## src/rtl/core/double_buffered_sample_batcher_defines.svh

```systemverilog
`ifndef DOUBLE_BUFFERED_SAMPLE_BATCHER_DEFINES_SVH
`define DOUBLE_BUFFERED_SAMPLE_BATCHER_DEFINES_SVH

// Concurrent check clocked on clk_i and silenced while rst_ni is low.
`define DBSB_ASSERT(label, prop, msg) \
  label: assert property (@(posedge clk_i) disable iff (!rst_ni) (prop)) else $error(msg);

// Implication form of the check above.
`define DBSB_ASSERT_IMP(label, ante, cons, msg) \
  label: assert property (@(posedge clk_i) disable iff (!rst_ni) (ante) |-> (cons)) \
    else $error(msg);

// Next-cycle implication form.
`define DBSB_ASSERT_NXT(label, ante, cons, msg) \
  label: assert property (@(posedge clk_i) disable iff (!rst_ni) (ante) |=> (cons)) \
    else $error(msg);

`endif

```

## src/rtl/core/dbsb_pkg.sv

```systemverilog
`timescale 1ns / 1ps

package dbsb_pkg;

  // Item kinds carried on the input tuser.
  typedef enum logic [1:0] {
    ACT_STORE = 2'd0,
    ACT_RESET = 2'd1,
    ACT_FETCH = 2'd2,
    ACT_NOP   = 2'd3
  } action_e;

  localparam int unsigned TIME_W    = 48;
  localparam int unsigned AXIS_W    = 16;
  localparam int unsigned SAMPLE_W  = 3 * AXIS_W;
  localparam int unsigned STAMP_W   = 32;
  localparam int unsigned US_PER_MS = 1000;
  localparam int unsigned REM_W     = 10;

  // Division by one thousand in three 16-bit digits. A partial dividend is the running
  // remainder followed by the next digit, so it stays below 1000 * 2^16 < 2^26. Its quotient
  // digit is (part * DIV_MAGIC) >> DIV_SHIFT with DIV_MAGIC = ceil(2^36 / 1000); the
  // rounding error stays well below 1/1000 over that range, so the digit is exact.
  localparam int unsigned DIV_DIG_W  = 16;
  localparam int unsigned DIV_PART_W = REM_W + DIV_DIG_W;
  localparam int unsigned DIV_MAG_W  = 27;
  localparam logic [DIV_MAG_W-1:0] DIV_MAGIC = 27'd68719477;
  localparam int unsigned DIV_SHIFT  = 36;
  localparam int unsigned DIV_PROD_W = DIV_PART_W + DIV_MAG_W;
  localparam int unsigned DIV_STEPS  = 6;
  localparam int unsigned DIV_CNT_W  = 3;

  localparam int unsigned IN_DATA_W  = 104;
  localparam int unsigned OUT_DATA_W = 120;

  // Commands from the controller to the datapath.
  typedef struct packed {
    logic accept;
    logic div_step;
    logic fetch_read;
    logic fetch_emit;
  } dbsb_cmd_t;

  // Status from the datapath to the controller.
  typedef struct packed {
    logic out_free;
    logic slot_zero;
    logic div_last;
    logic fetch_last;
  } dbsb_sts_t;

endpackage

```

## src/rtl/core/dbsb_ctrl.sv

```systemverilog
`timescale 1ns / 1ps
`include "double_buffered_sample_batcher_defines.svh"

module dbsb_ctrl (
  input  logic                clk_i,
  input  logic                rst_ni,
  input  logic                s_axis_tvalid,
  output logic                s_axis_tready,
  input  logic [1:0]          action_i,
  input  dbsb_pkg::dbsb_sts_t sts_i,
  output dbsb_pkg::dbsb_cmd_t cmd_o
);
  import dbsb_pkg::*;

  localparam logic [1:0] ST_IDLE  = 2'd0;
  localparam logic [1:0] ST_DIV   = 2'd1;
  localparam logic [1:0] ST_FRD   = 2'd2;
  localparam logic [1:0] ST_FWAIT = 2'd3;

  logic [1:0] state_q, state_d;
  logic       accept;

  assign s_axis_tready = (state_q == ST_IDLE) && sts_i.out_free;
  assign accept        = s_axis_tvalid && s_axis_tready;

  always_comb begin
    state_d = state_q;
    cmd_o   = '0;
    unique case (state_q)
      ST_IDLE: begin
        cmd_o.accept = accept;
        if (accept) begin
          if (action_i == ACT_STORE && sts_i.slot_zero) begin
            state_d = ST_DIV;
          end else if (action_i == ACT_FETCH) begin
            state_d = ST_FRD;
          end
        end
      end
      ST_DIV: begin
        cmd_o.div_step = 1'b1;
        if (sts_i.div_last) begin
          state_d = ST_IDLE;
        end
      end
      ST_FRD: begin
        cmd_o.fetch_read = 1'b1;
        state_d = ST_FWAIT;
      end
      ST_FWAIT: begin
        if (sts_i.out_free) begin
          cmd_o.fetch_emit = 1'b1;
          state_d = sts_i.fetch_last ? ST_IDLE : ST_FRD;
        end
      end
      default: begin
        state_d = ST_IDLE;
      end
    endcase
  end

  always_ff @(posedge clk_i or negedge rst_ni) begin
    if (!rst_ni) begin
      state_q <= ST_IDLE;
    end else begin
      state_q <= state_d;
    end
  end

  `DBSB_ASSERT_IMP(a_ready_only_idle, s_axis_tready, state_q == ST_IDLE, "tready outside idle")
  `DBSB_ASSERT_NXT(a_div_ends, state_q == ST_DIV && sts_i.div_last, state_q == ST_IDLE,
                   "divider did not return to idle")
  `DBSB_ASSERT_NXT(a_read_then_wait, state_q == ST_FRD, state_q == ST_FWAIT,
                   "fetch read not followed by wait")

endmodule

```

## src/rtl/core/dbsb_datapath.sv

```systemverilog
`timescale 1ns / 1ps
`include "double_buffered_sample_batcher_defines.svh"

module dbsb_datapath #(
  parameter int unsigned PACKET_SAMPLES = 16
) (
  input  logic                                clk_i,
  input  logic                                rst_ni,
  input  logic [1:0]                          action_i,
  input  logic [dbsb_pkg::IN_DATA_W-1:0]      in_data_i,
  input  logic                                m_axis_tready,
  output logic [dbsb_pkg::OUT_DATA_W-1:0]     out_data_o,
  output logic                                out_last_o,
  output logic                                out_valid_o,
  input  dbsb_pkg::dbsb_cmd_t                 cmd_i,
  output dbsb_pkg::dbsb_sts_t                 sts_o
);
  import dbsb_pkg::*;

  localparam int unsigned DEPTH = 2 * PACKET_SAMPLES;
  localparam int unsigned SW    = (PACKET_SAMPLES > 1) ? $clog2(PACKET_SAMPLES) : 1;
  localparam int unsigned AW    = $clog2(DEPTH);

  // Input fields.
  logic [SAMPLE_W-1:0] in_smp;
  logic                in_ok;
  logic [TIME_W-1:0]   in_now;

  assign in_smp = {in_data_i[15:0], in_data_i[31:16], in_data_i[47:32]};
  assign in_ok  = in_data_i[48];
  assign in_now = in_data_i[96:49];

  // Sample buffers and entry valid bits.
  logic [SAMPLE_W-1:0] mem_q [DEPTH];
  logic [DEPTH-1:0]    vld_q, vld_d;
  logic [SAMPLE_W-1:0] rd_data_q;
  logic                rd_vld_q;

  // Control and bookkeeping.
  logic [SAMPLE_W-1:0] held_q, held_d;
  logic                wsel_q, wsel_d;
  logic [SW-1:0]       fill_q, fill_d;
  logic [STAMP_W-1:0]  pcnt_q, pcnt_d;
  logic                ready_q, ready_d;
  logic [TIME_W-1:0]   origin_q, origin_d;
  logic [STAMP_W-1:0]  start_q [2];
  logic [STAMP_W-1:0]  start_d [2];
  logic [STAMP_W-1:0]  pnum_q [2];
  logic [STAMP_W-1:0]  pnum_d [2];
  logic [SW-1:0]       idx_q, idx_d;
  logic                rbuf_q, rbuf_d;

  // Divider by one thousand, one 16-bit quotient digit at a time: a reciprocal multiply
  // gives the digit, then a multiply-subtract gives the remainder for the next one.
  logic [TIME_W-1:0]     div_num_q, div_num_d;
  logic [REM_W-1:0]      div_rem_q, div_rem_d;
  logic [DIV_DIG_W-1:0]  div_dig_q, div_dig_d;
  logic [STAMP_W-1:0]    div_quo_q, div_quo_d;
  logic [DIV_CNT_W-1:0]  div_cnt_q, div_cnt_d;
  logic                  div_buf_q, div_buf_d;
  logic [DIV_PART_W-1:0] div_part;
  logic [DIV_PROD_W-1:0] div_prod;
  logic [DIV_PART_W-1:0] div_back;
  logic [DIV_PART_W-1:0] div_left;
  logic [STAMP_W-1:0]    quo_next;

  // Output register.
  logic [OUT_DATA_W-1:0] out_data_q, out_data_d;
  logic                  out_last_q, out_last_d;
  logic                  out_valid_q, out_valid_d;

  logic [SW:0]           fill_inc;
  logic                  fill_full;
  logic [SAMPLE_W-1:0]   new_held;
  logic                  wr_en;
  logic [AW-1:0]         wr_addr;
  logic [AW-1:0]         rd_addr;
  logic                  is_store;
  logic                  out_free;
  logic                  fetch_last;

  assign out_free   = !out_valid_q || m_axis_tready;
  assign fetch_last = (idx_q == SW'(PACKET_SAMPLES - 1));
  assign is_store   = cmd_i.accept && (action_i == ACT_STORE);

  assign fill_inc  = (SW + 1)'(fill_q) + (SW + 1)'(1);
  assign fill_full = (fill_inc == (SW + 1)'(PACKET_SAMPLES));
  assign new_held  = in_ok ? in_smp : held_q;
  assign wr_en     = is_store;
  assign wr_addr   = wsel_q ? AW'(PACKET_SAMPLES) + AW'(fill_q) : AW'(fill_q);
  assign rd_addr   = rbuf_q ? AW'(PACKET_SAMPLES) + AW'(idx_q) : AW'(idx_q);

  assign div_part = {div_rem_q, div_num_q[TIME_W-1 -: DIV_DIG_W]};
  assign div_prod = DIV_PROD_W'(div_part) * DIV_PROD_W'(DIV_MAGIC);
  assign div_back = DIV_PART_W'(div_dig_q) * DIV_PART_W'(US_PER_MS);
  assign div_left = div_part - div_back;
  assign quo_next = {div_quo_q[STAMP_W-DIV_DIG_W-1:0], div_dig_q};

  always_comb begin
    held_d      = held_q;
    wsel_d      = wsel_q;
    fill_d      = fill_q;
    pcnt_d      = pcnt_q;
    ready_d     = ready_q;
    origin_d    = origin_q;
    start_d     = start_q;
    pnum_d      = pnum_q;
    idx_d       = idx_q;
    rbuf_d      = rbuf_q;
    vld_d       = vld_q;
    div_num_d   = div_num_q;
    div_rem_d   = div_rem_q;
    div_dig_d   = div_dig_q;
    div_quo_d   = div_quo_q;
    div_cnt_d   = div_cnt_q;
    div_buf_d   = div_buf_q;
    out_data_d  = out_data_q;
    out_last_d  = out_last_q;
    out_valid_d = out_valid_q && !m_axis_tready;

    if (cmd_i.accept) begin
      case (action_i)
        ACT_STORE: begin
          held_d         = new_held;
          vld_d[wr_addr] = 1'b1;
          if (fill_q == '0) begin
            pnum_d[wsel_q] = pcnt_q;
            div_num_d      = in_now - origin_q;
            div_rem_d      = '0;
            div_cnt_d      = '0;
            div_buf_d      = wsel_q;
          end
          if (fill_full) begin
            fill_d  = '0;
            pcnt_d  = pcnt_q + STAMP_W'(1);
            ready_d = 1'b1;
            wsel_d  = !wsel_q;
          end else begin
            fill_d = fill_inc[SW-1:0];
          end
          out_data_d  = {7'd0, fill_full | ready_q, 64'd0, new_held[15:0],
                         new_held[31:16], new_held[47:32]};
          out_last_d  = 1'b1;
          out_valid_d = 1'b1;
        end
        ACT_RESET: begin
          pcnt_d      = '0;
          fill_d      = '0;
          wsel_d      = 1'b0;
          ready_d     = 1'b0;
          origin_d    = in_now;
          out_data_d  = {7'd0, 1'b0, 64'd0, held_q[15:0], held_q[31:16], held_q[47:32]};
          out_last_d  = 1'b1;
          out_valid_d = 1'b1;
        end
        ACT_FETCH: begin
          ready_d = 1'b0;
          idx_d   = '0;
          rbuf_d  = !wsel_q;
        end
        default: begin
          out_data_d  = {7'd0, ready_q, 64'd0, held_q[15:0], held_q[31:16], held_q[47:32]};
          out_last_d  = 1'b1;
          out_valid_d = 1'b1;
        end
      endcase
    end

    if (cmd_i.div_step) begin
      div_cnt_d = div_cnt_q + DIV_CNT_W'(1);
      if (!div_cnt_q[0]) begin
        div_dig_d = div_prod[DIV_SHIFT +: DIV_DIG_W];
      end else begin
        div_rem_d = div_left[REM_W-1:0];
        div_num_d = {div_num_q[TIME_W-DIV_DIG_W-1:0], {DIV_DIG_W{1'b0}}};
        div_quo_d = quo_next;
        // Only the low 32 bits of the quotient are kept, which truncates the stamp.
        if (div_cnt_q == DIV_CNT_W'(DIV_STEPS - 1)) begin
          start_d[div_buf_q] = quo_next;
        end
      end
    end

    if (cmd_i.fetch_emit) begin
      out_data_d = {7'd0, 1'b0, pnum_q[rbuf_q], start_q[rbuf_q],
                    rd_vld_q ? rd_data_q[15:0]  : 16'd0,
                    rd_vld_q ? rd_data_q[31:16] : 16'd0,
                    rd_vld_q ? rd_data_q[47:32] : 16'd0};
      out_last_d  = fetch_last;
      out_valid_d = 1'b1;
      idx_d       = fetch_last ? '0 : idx_q + SW'(1);
    end
  end

  always_ff @(posedge clk_i) begin
    if (wr_en) begin
      mem_q[wr_addr] <= new_held;
    end
    if (cmd_i.fetch_read) begin
      rd_data_q <= mem_q[rd_addr];
      rd_vld_q  <= vld_q[rd_addr];
    end
  end

  always_ff @(posedge clk_i or negedge rst_ni) begin
    if (!rst_ni) begin
      held_q      <= '0;
      wsel_q      <= 1'b0;
      fill_q      <= '0;
      pcnt_q      <= '0;
      ready_q     <= 1'b0;
      origin_q    <= '0;
      start_q     <= '{default: '0};
      pnum_q      <= '{default: '0};
      idx_q       <= '0;
      rbuf_q      <= 1'b0;
      vld_q       <= '0;
      div_cnt_q   <= '0;
      div_buf_q   <= 1'b0;
      out_valid_q <= 1'b0;
    end else begin
      held_q      <= held_d;
      wsel_q      <= wsel_d;
      fill_q      <= fill_d;
      pcnt_q      <= pcnt_d;
      ready_q     <= ready_d;
      origin_q    <= origin_d;
      start_q     <= start_d;
      pnum_q      <= pnum_d;
      idx_q       <= idx_d;
      rbuf_q      <= rbuf_d;
      vld_q       <= vld_d;
      div_cnt_q   <= div_cnt_d;
      div_buf_q   <= div_buf_d;
      out_valid_q <= out_valid_d;
    end
  end

  always_ff @(posedge clk_i) begin
    div_num_q  <= div_num_d;
    div_rem_q  <= div_rem_d;
    div_dig_q  <= div_dig_d;
    div_quo_q  <= div_quo_d;
    out_data_q <= out_data_d;
    out_last_q <= out_last_d;
  end

  assign sts_o.out_free   = out_free;
  assign sts_o.slot_zero  = (fill_q == '0);
  assign sts_o.div_last   = (div_cnt_q == DIV_CNT_W'(DIV_STEPS - 1));
  assign sts_o.fetch_last = fetch_last;

  assign out_data_o  = out_data_q;
  assign out_last_o  = out_last_q;
  assign out_valid_o = out_valid_q;

  `DBSB_ASSERT(a_fill_range, int'(fill_q) < int'(PACKET_SAMPLES), "fill count out of range")
  `DBSB_ASSERT(a_idx_range, int'(idx_q) < int'(PACKET_SAMPLES), "fetch index out of range")
  `DBSB_ASSERT_IMP(a_emit_no_overwrite, cmd_i.fetch_emit || cmd_i.accept, out_free,
                   "output register overwritten")

endmodule

```

## src/rtl/core/double_buffered_sample_batcher.sv

```systemverilog
`timescale 1ns / 1ps
// Store, reset-counters and no-op items: one transfer, in the output register the cycle after
// the input transfer; the first store of a packet then keeps tready low while the divider runs.
// Fetch: PACKET_SAMPLES transfers, each a buffer read and then an output load that waits for
// a free output register; no new item is accepted until the last one is loaded.
// rst_ni is asynchronous and active low; it clears counters, stamps and entry valid bits,
// so every buffer entry reads as zero until it is written.
module double_buffered_sample_batcher #(
  parameter int unsigned PACKET_SAMPLES = 16
) (
  input  logic         clk_i,
  input  logic         rst_ni,
  // Input side.
  input  logic         s_axis_tvalid,
  output logic         s_axis_tready,
  // From bit 0: sample_x[15:0], sample_y[31:16], sample_z[47:32], read_ok[48],
  // now_us[96:49], zero fill[103:97].
  input  logic [103:0] s_axis_tdata,
  // action[1:0]: store sample, reset counters, fetch batch, no-op.
  input  logic [1:0]   s_axis_tuser,
  // Output side.
  output logic         m_axis_tvalid,
  input  logic         m_axis_tready,
  // From bit 0: out_x[15:0], out_y[31:16], out_z[47:32], timestamp_ms[79:48],
  // packet_seq[111:80], ready_flag[112], zero fill[119:113].
  output logic [119:0] m_axis_tdata,
  output logic         m_axis_tlast
);
  import dbsb_pkg::*;

  dbsb_cmd_t cmd;
  dbsb_sts_t sts;

  // The controller sequences the item: accept, divider steps for the packet start time,
  // and the read/emit pairs of a fetch. It only accepts in idle with the output free.
  dbsb_ctrl u_ctrl (
    .clk_i         (clk_i),
    .rst_ni        (rst_ni),
    .s_axis_tvalid (s_axis_tvalid),
    .s_axis_tready (s_axis_tready),
    .action_i      (s_axis_tuser),
    .sts_i         (sts),
    .cmd_o         (cmd)
  );

  // The datapath holds both packet buffers, the stamps, the counters, the three-digit
  // divider that turns microseconds into milliseconds, and the output register.
  dbsb_datapath #(
    .PACKET_SAMPLES (PACKET_SAMPLES)
  ) u_datapath (
    .clk_i         (clk_i),
    .rst_ni        (rst_ni),
    .action_i      (s_axis_tuser),
    .in_data_i     (s_axis_tdata),
    .m_axis_tready (m_axis_tready),
    .out_data_o    (m_axis_tdata),
    .out_last_o    (m_axis_tlast),
    .out_valid_o   (m_axis_tvalid),
    .cmd_i         (cmd),
    .sts_o         (sts)
  );

endmodule

```

## config.mk

```make
export PLATFORM = sky130hd
export DESIGN_NAME = double_buffered_sample_batcher
export DESIGN_NICKNAME = d
export VERILOG_FILES = /design/src/rtl/core/dbsb_pkg.sv /design/src/rtl/core/dbsb_ctrl.sv /design/src/rtl/core/dbsb_datapath.sv /design/src/rtl/core/double_buffered_sample_batcher.sv
export VERILOG_INCLUDE_DIRS = /design/src /design/src/rtl/core
export SDC_FILE = /design/constraint.sdc
export NUM_CORES = 2
export LEC_CHECK = 0
export ABC_CLOCK_PERIOD_IN_PS = 9910
export BUFFER_PORTS_ARGS = -buffer_cell sky130_fd_sc_hd__buf_2
export CORE_ASPECT_RATIO = 2
export CORE_MARGIN = 2
export CORE_UTILIZATION = 40
export DETAILED_ROUTE_END_ITERATION = 7
export HOLD_SLACK_MARGIN = 0.12
export PLACE_DENSITY = 0.55
export SYNTH_ARGS = -nofsm -noshare
export SYNTH_HDL_FRONTEND = slang
export SYNTH_SLANG_ARGS = --single-unit
```

## constraint.sdc

```tcl
create_clock -name clk_i -period 9.91 [get_ports clk_i]
set_input_delay 1.4865 -clock clk_i [delete_from_list [all_inputs] [get_ports clk_i]]
set_output_delay 1.4865 -clock clk_i [all_outputs]
set_load 0.01 [all_outputs]
```

==> metrics.yaml <==
reg2reg_from: "u_datapath.div_num_q[44]"
maxCapViolCount: 0
die_w_um: 347.1
criticalPathCategory: "register to register"
port_buffers: 218
cpPeakStageDelay_ps: 730
ys_seq_area_share_pct: 64.55
cts_tree: "done"
dpl.hpwl_mm: 141.0
layout-drive-gt1-share_pct: 25.25
dr.pass1.iters: 5
synthArstFlopShare_pct: 14.61
crit_arrival_ps: 8210
clock_path_buffers: 4
start_util_pct: 40.09
crit_family: "adder cells"
routedWlPerCell_um: 27.16
syn_inst: 5485
crit_top_cell: "fa_1"
fp.dieH_um: 690.2
cp-start-kind: "register"
critPathMaxFanout: 8
drc: 0
clock_skew_ps: 111.0
nets: 6440
drt_iter0_markers: 4520
coreArea_um2: 234900
clock.fmax_ghz: 0.1297
synth_edf_count: 1730
r2r_end: "u_datapath.div_dig_q[14]"
ys_ff_latch: 2095
grt_usage_pct: 20.29
globalRouteOverflowTotal: 0
grt_pass1_vias: 52310
holdBufCountCts: 0
yosysUniqueCellTypes: 74
place_congestion: 0.8464
cp.buffers_inverters: 4
antenna_found_initial: 13
vias: 49490
clk_latency_ps: 860
yosys.area.top_type: "edfxtp_1"
pin_count: 233
routed_via_density: 5.511
grt_pass1_wl_mm: 357.1
fin_cells: 8981
worstPathRequired_ps: 10410
final.setup.worst_slack_ps: 2201
dp_slack_ps: 2301
ys_warn_count: 0
cp-end-kind: "register"
status: "complete, no violations"
synth_top_area_share_pct: 55.16
slowest_stage: "dfxtp_1"
setup_viol_count_final: 0
cts_resized: 0
netlist_area_um2: 94170
rows: 252
grt_max_degree: 144
post-route-util_pct: 45.01
dieArea_um2: 239600
hp-class: "register to register"
cts_sinks: 2095
synth.avg_cell_area_um2: 17.17
fin_crit_ps: 7709
drtAntennaViolNets: 0
drv_slew: 0
hold_path_end: "u_datapath.vld_q[13]"
relSlewSlack_pct: 15.30
r2r_cells: 21
clkTransAtPathRegs_ps: 70
min_from: "u_datapath.vld_q[13]"
rsz0062_at_grt: "no"
tightest_slew_ps: 1271
dp_cells: 8622
syn_to_final_growth_pct: 12.27
synthTopCellsByArea: "edfxtp_1 (55%), mux4_2 (12%), dfrtp_1 (8.1%)"
hold_viol: 0
finalCritPeriodShare_pct: 77.79
path_cells: "inv_1, fa_1, fa_1, fa_1, fa_1, inv_1, fa_1, fa_1, inv_1, fa_1, inv_1, ha_1, a21o_1, a211o_1, a41oi_1, o22ai_1, a211oi_2, a31oi_1, a211o_1, a21oi_1, xnor2_1"
whs_path_depth: 1
drt_wl_total_mm: 243.9
numCtsBuffers: 194
cts_setup_buffers: 0
fin_setup_tns_ps: 0
synthFlopType: "edfxtp_1"
cts.htree.levels: 4
r2r_slack_ps: 2200
cts-root-buf: "clkbuf_16"
==> registers in the layout, indices dropped and copies added (netlist names), 48 cells and up <==
| signal | count |
|---|---|
| u_datapath.rd_data_q | 48 |
| u_datapath.origin_q | 48 |
| u_datapath.out_data_o | 113 |
| u_datapath.held_q | 48 |
| u_datapath.pnum_q | 64 |
| u_datapath.div_num_q | 48 |
| u_datapath.mem_q | 1536 |
| u_datapath.start_q | 64 |
==> final cells by class <==
cell class	instances	area, um^2
Clock buffer	247	5279
Inverter	471	1770
Sequential cell	2095	60810
Tap cell	3048	3814
Multi-Input combinational cell	2687	30980
Fill cell	20190	129200
Clock inverter	108	1099
Antenna cell	4	10.01
Timing Repair Buffer	321	1964
==> cells in the mapped netlist, drive strengths merged, types with 13 or more instances <==
master,count
a31oi,15
o21ai,109
nand2,233
ha,343
clkbuf,149
xor2,51
and3,20
mux2i,67
fa,217
nand2b,13
edfxtp,1730
xnor2,45
or2,35
buf,89
nor2,261
nand4,22
dfrtp,306
nand3,45
a21o,42
inv,471
mux2,287
nor3,23
a21oi,175
mux4,490
a221oi,48
dfxtp,59
a211oi,18
==> cells by family (layout without fill, tap and decap cells) <==
logic type | count (synthesis) | count (layout) | share of synthesized area (%)
DFF | 2095 | 2095 | 64.55
muxes | 844 | 844 | 15.86
buffers and inverters | 709 | 1147 | 2.904
and+or+nand+nor | 695 | 695 | 3.278
adders and majority gates | 560 | 560 | 9.170
AOI/OAI and AO/OA | 485 | 485 | 3.340
xor gates and xnor gates | 96 | 96 | 0.8928
other | 1 | 11 | 0.003982
==> metal layers <==
layer / wire, um / vias up / GRT usage (%)
li1: - / 21380 / -
met1: 101200 / 26320 / 27.27
met2: 123800 / 1467 / 35.00
met3: 12830 / 317 / 2.422
met4: 6069 / 4 / 5.182
met5: 27 / - / 0
==> metrics by stage <==
step           cell area, um^2  hold WS, ps
6_report                105700        462.6
5_1_grt                 105700        481.4
4_1_cts                 105700        463.8
3_5_place_dp             99340        448.3
3_3_place_gp             99340        443.7
2_1_floorplan            94200        424.9
==> how the worst max path moves through the flow <==
stage | startpoint | to | slack, ps | depth (start not counted)
6_report | u_datapath.div_num_q[44] | u_datapath.div_dig_q[14] | 2200 | 21
4_1_cts | u_datapath.div_num_q[38] | u_datapath.div_dig_q[13] | 2220 | 21
3_5_place_dp | u_datapath.div_num_q[38] | u_datapath.div_dig_q[13] | 2300 | 21
3_3_place_gp | u_datapath.div_num_q[38] | u_datapath.div_dig_q[13] | 2250 | 21
5_1_grt | u_datapath.div_num_q[38] | u_datapath.div_dig_q[13] | 1870 | 21
2_1_floorplan | m_axis_tready | u_datapath.out_data_o[0] | 2220 | 4
==> layout by cell type (no fill, tap or decap), types with 59 or more instances in the layout <==
cell type / synthesis / layout
a21oi_1: 175 / 175
buf_2: 23 / 216
buf_4: 8 / 97
clkbuf_16: 0 / 198
dfrtp_1: 306 / 301
dfxtp_1: 59 / 59
edfxtp_1: 1730 / 1730
fa_1: 217 / 217
ha_1: 343 / 342
inv_1: 471 / 469
mux2_2: 287 / 287
mux2i_1: 67 / 67
mux4_2: 490 / 490
nand2_1: 233 / 230
nor2_1: 261 / 230
o21ai_0: 107 / 106
Power is not shown: default switching activity piles up to over one toggle a cycle in this logic, so the estimate is an artifact.
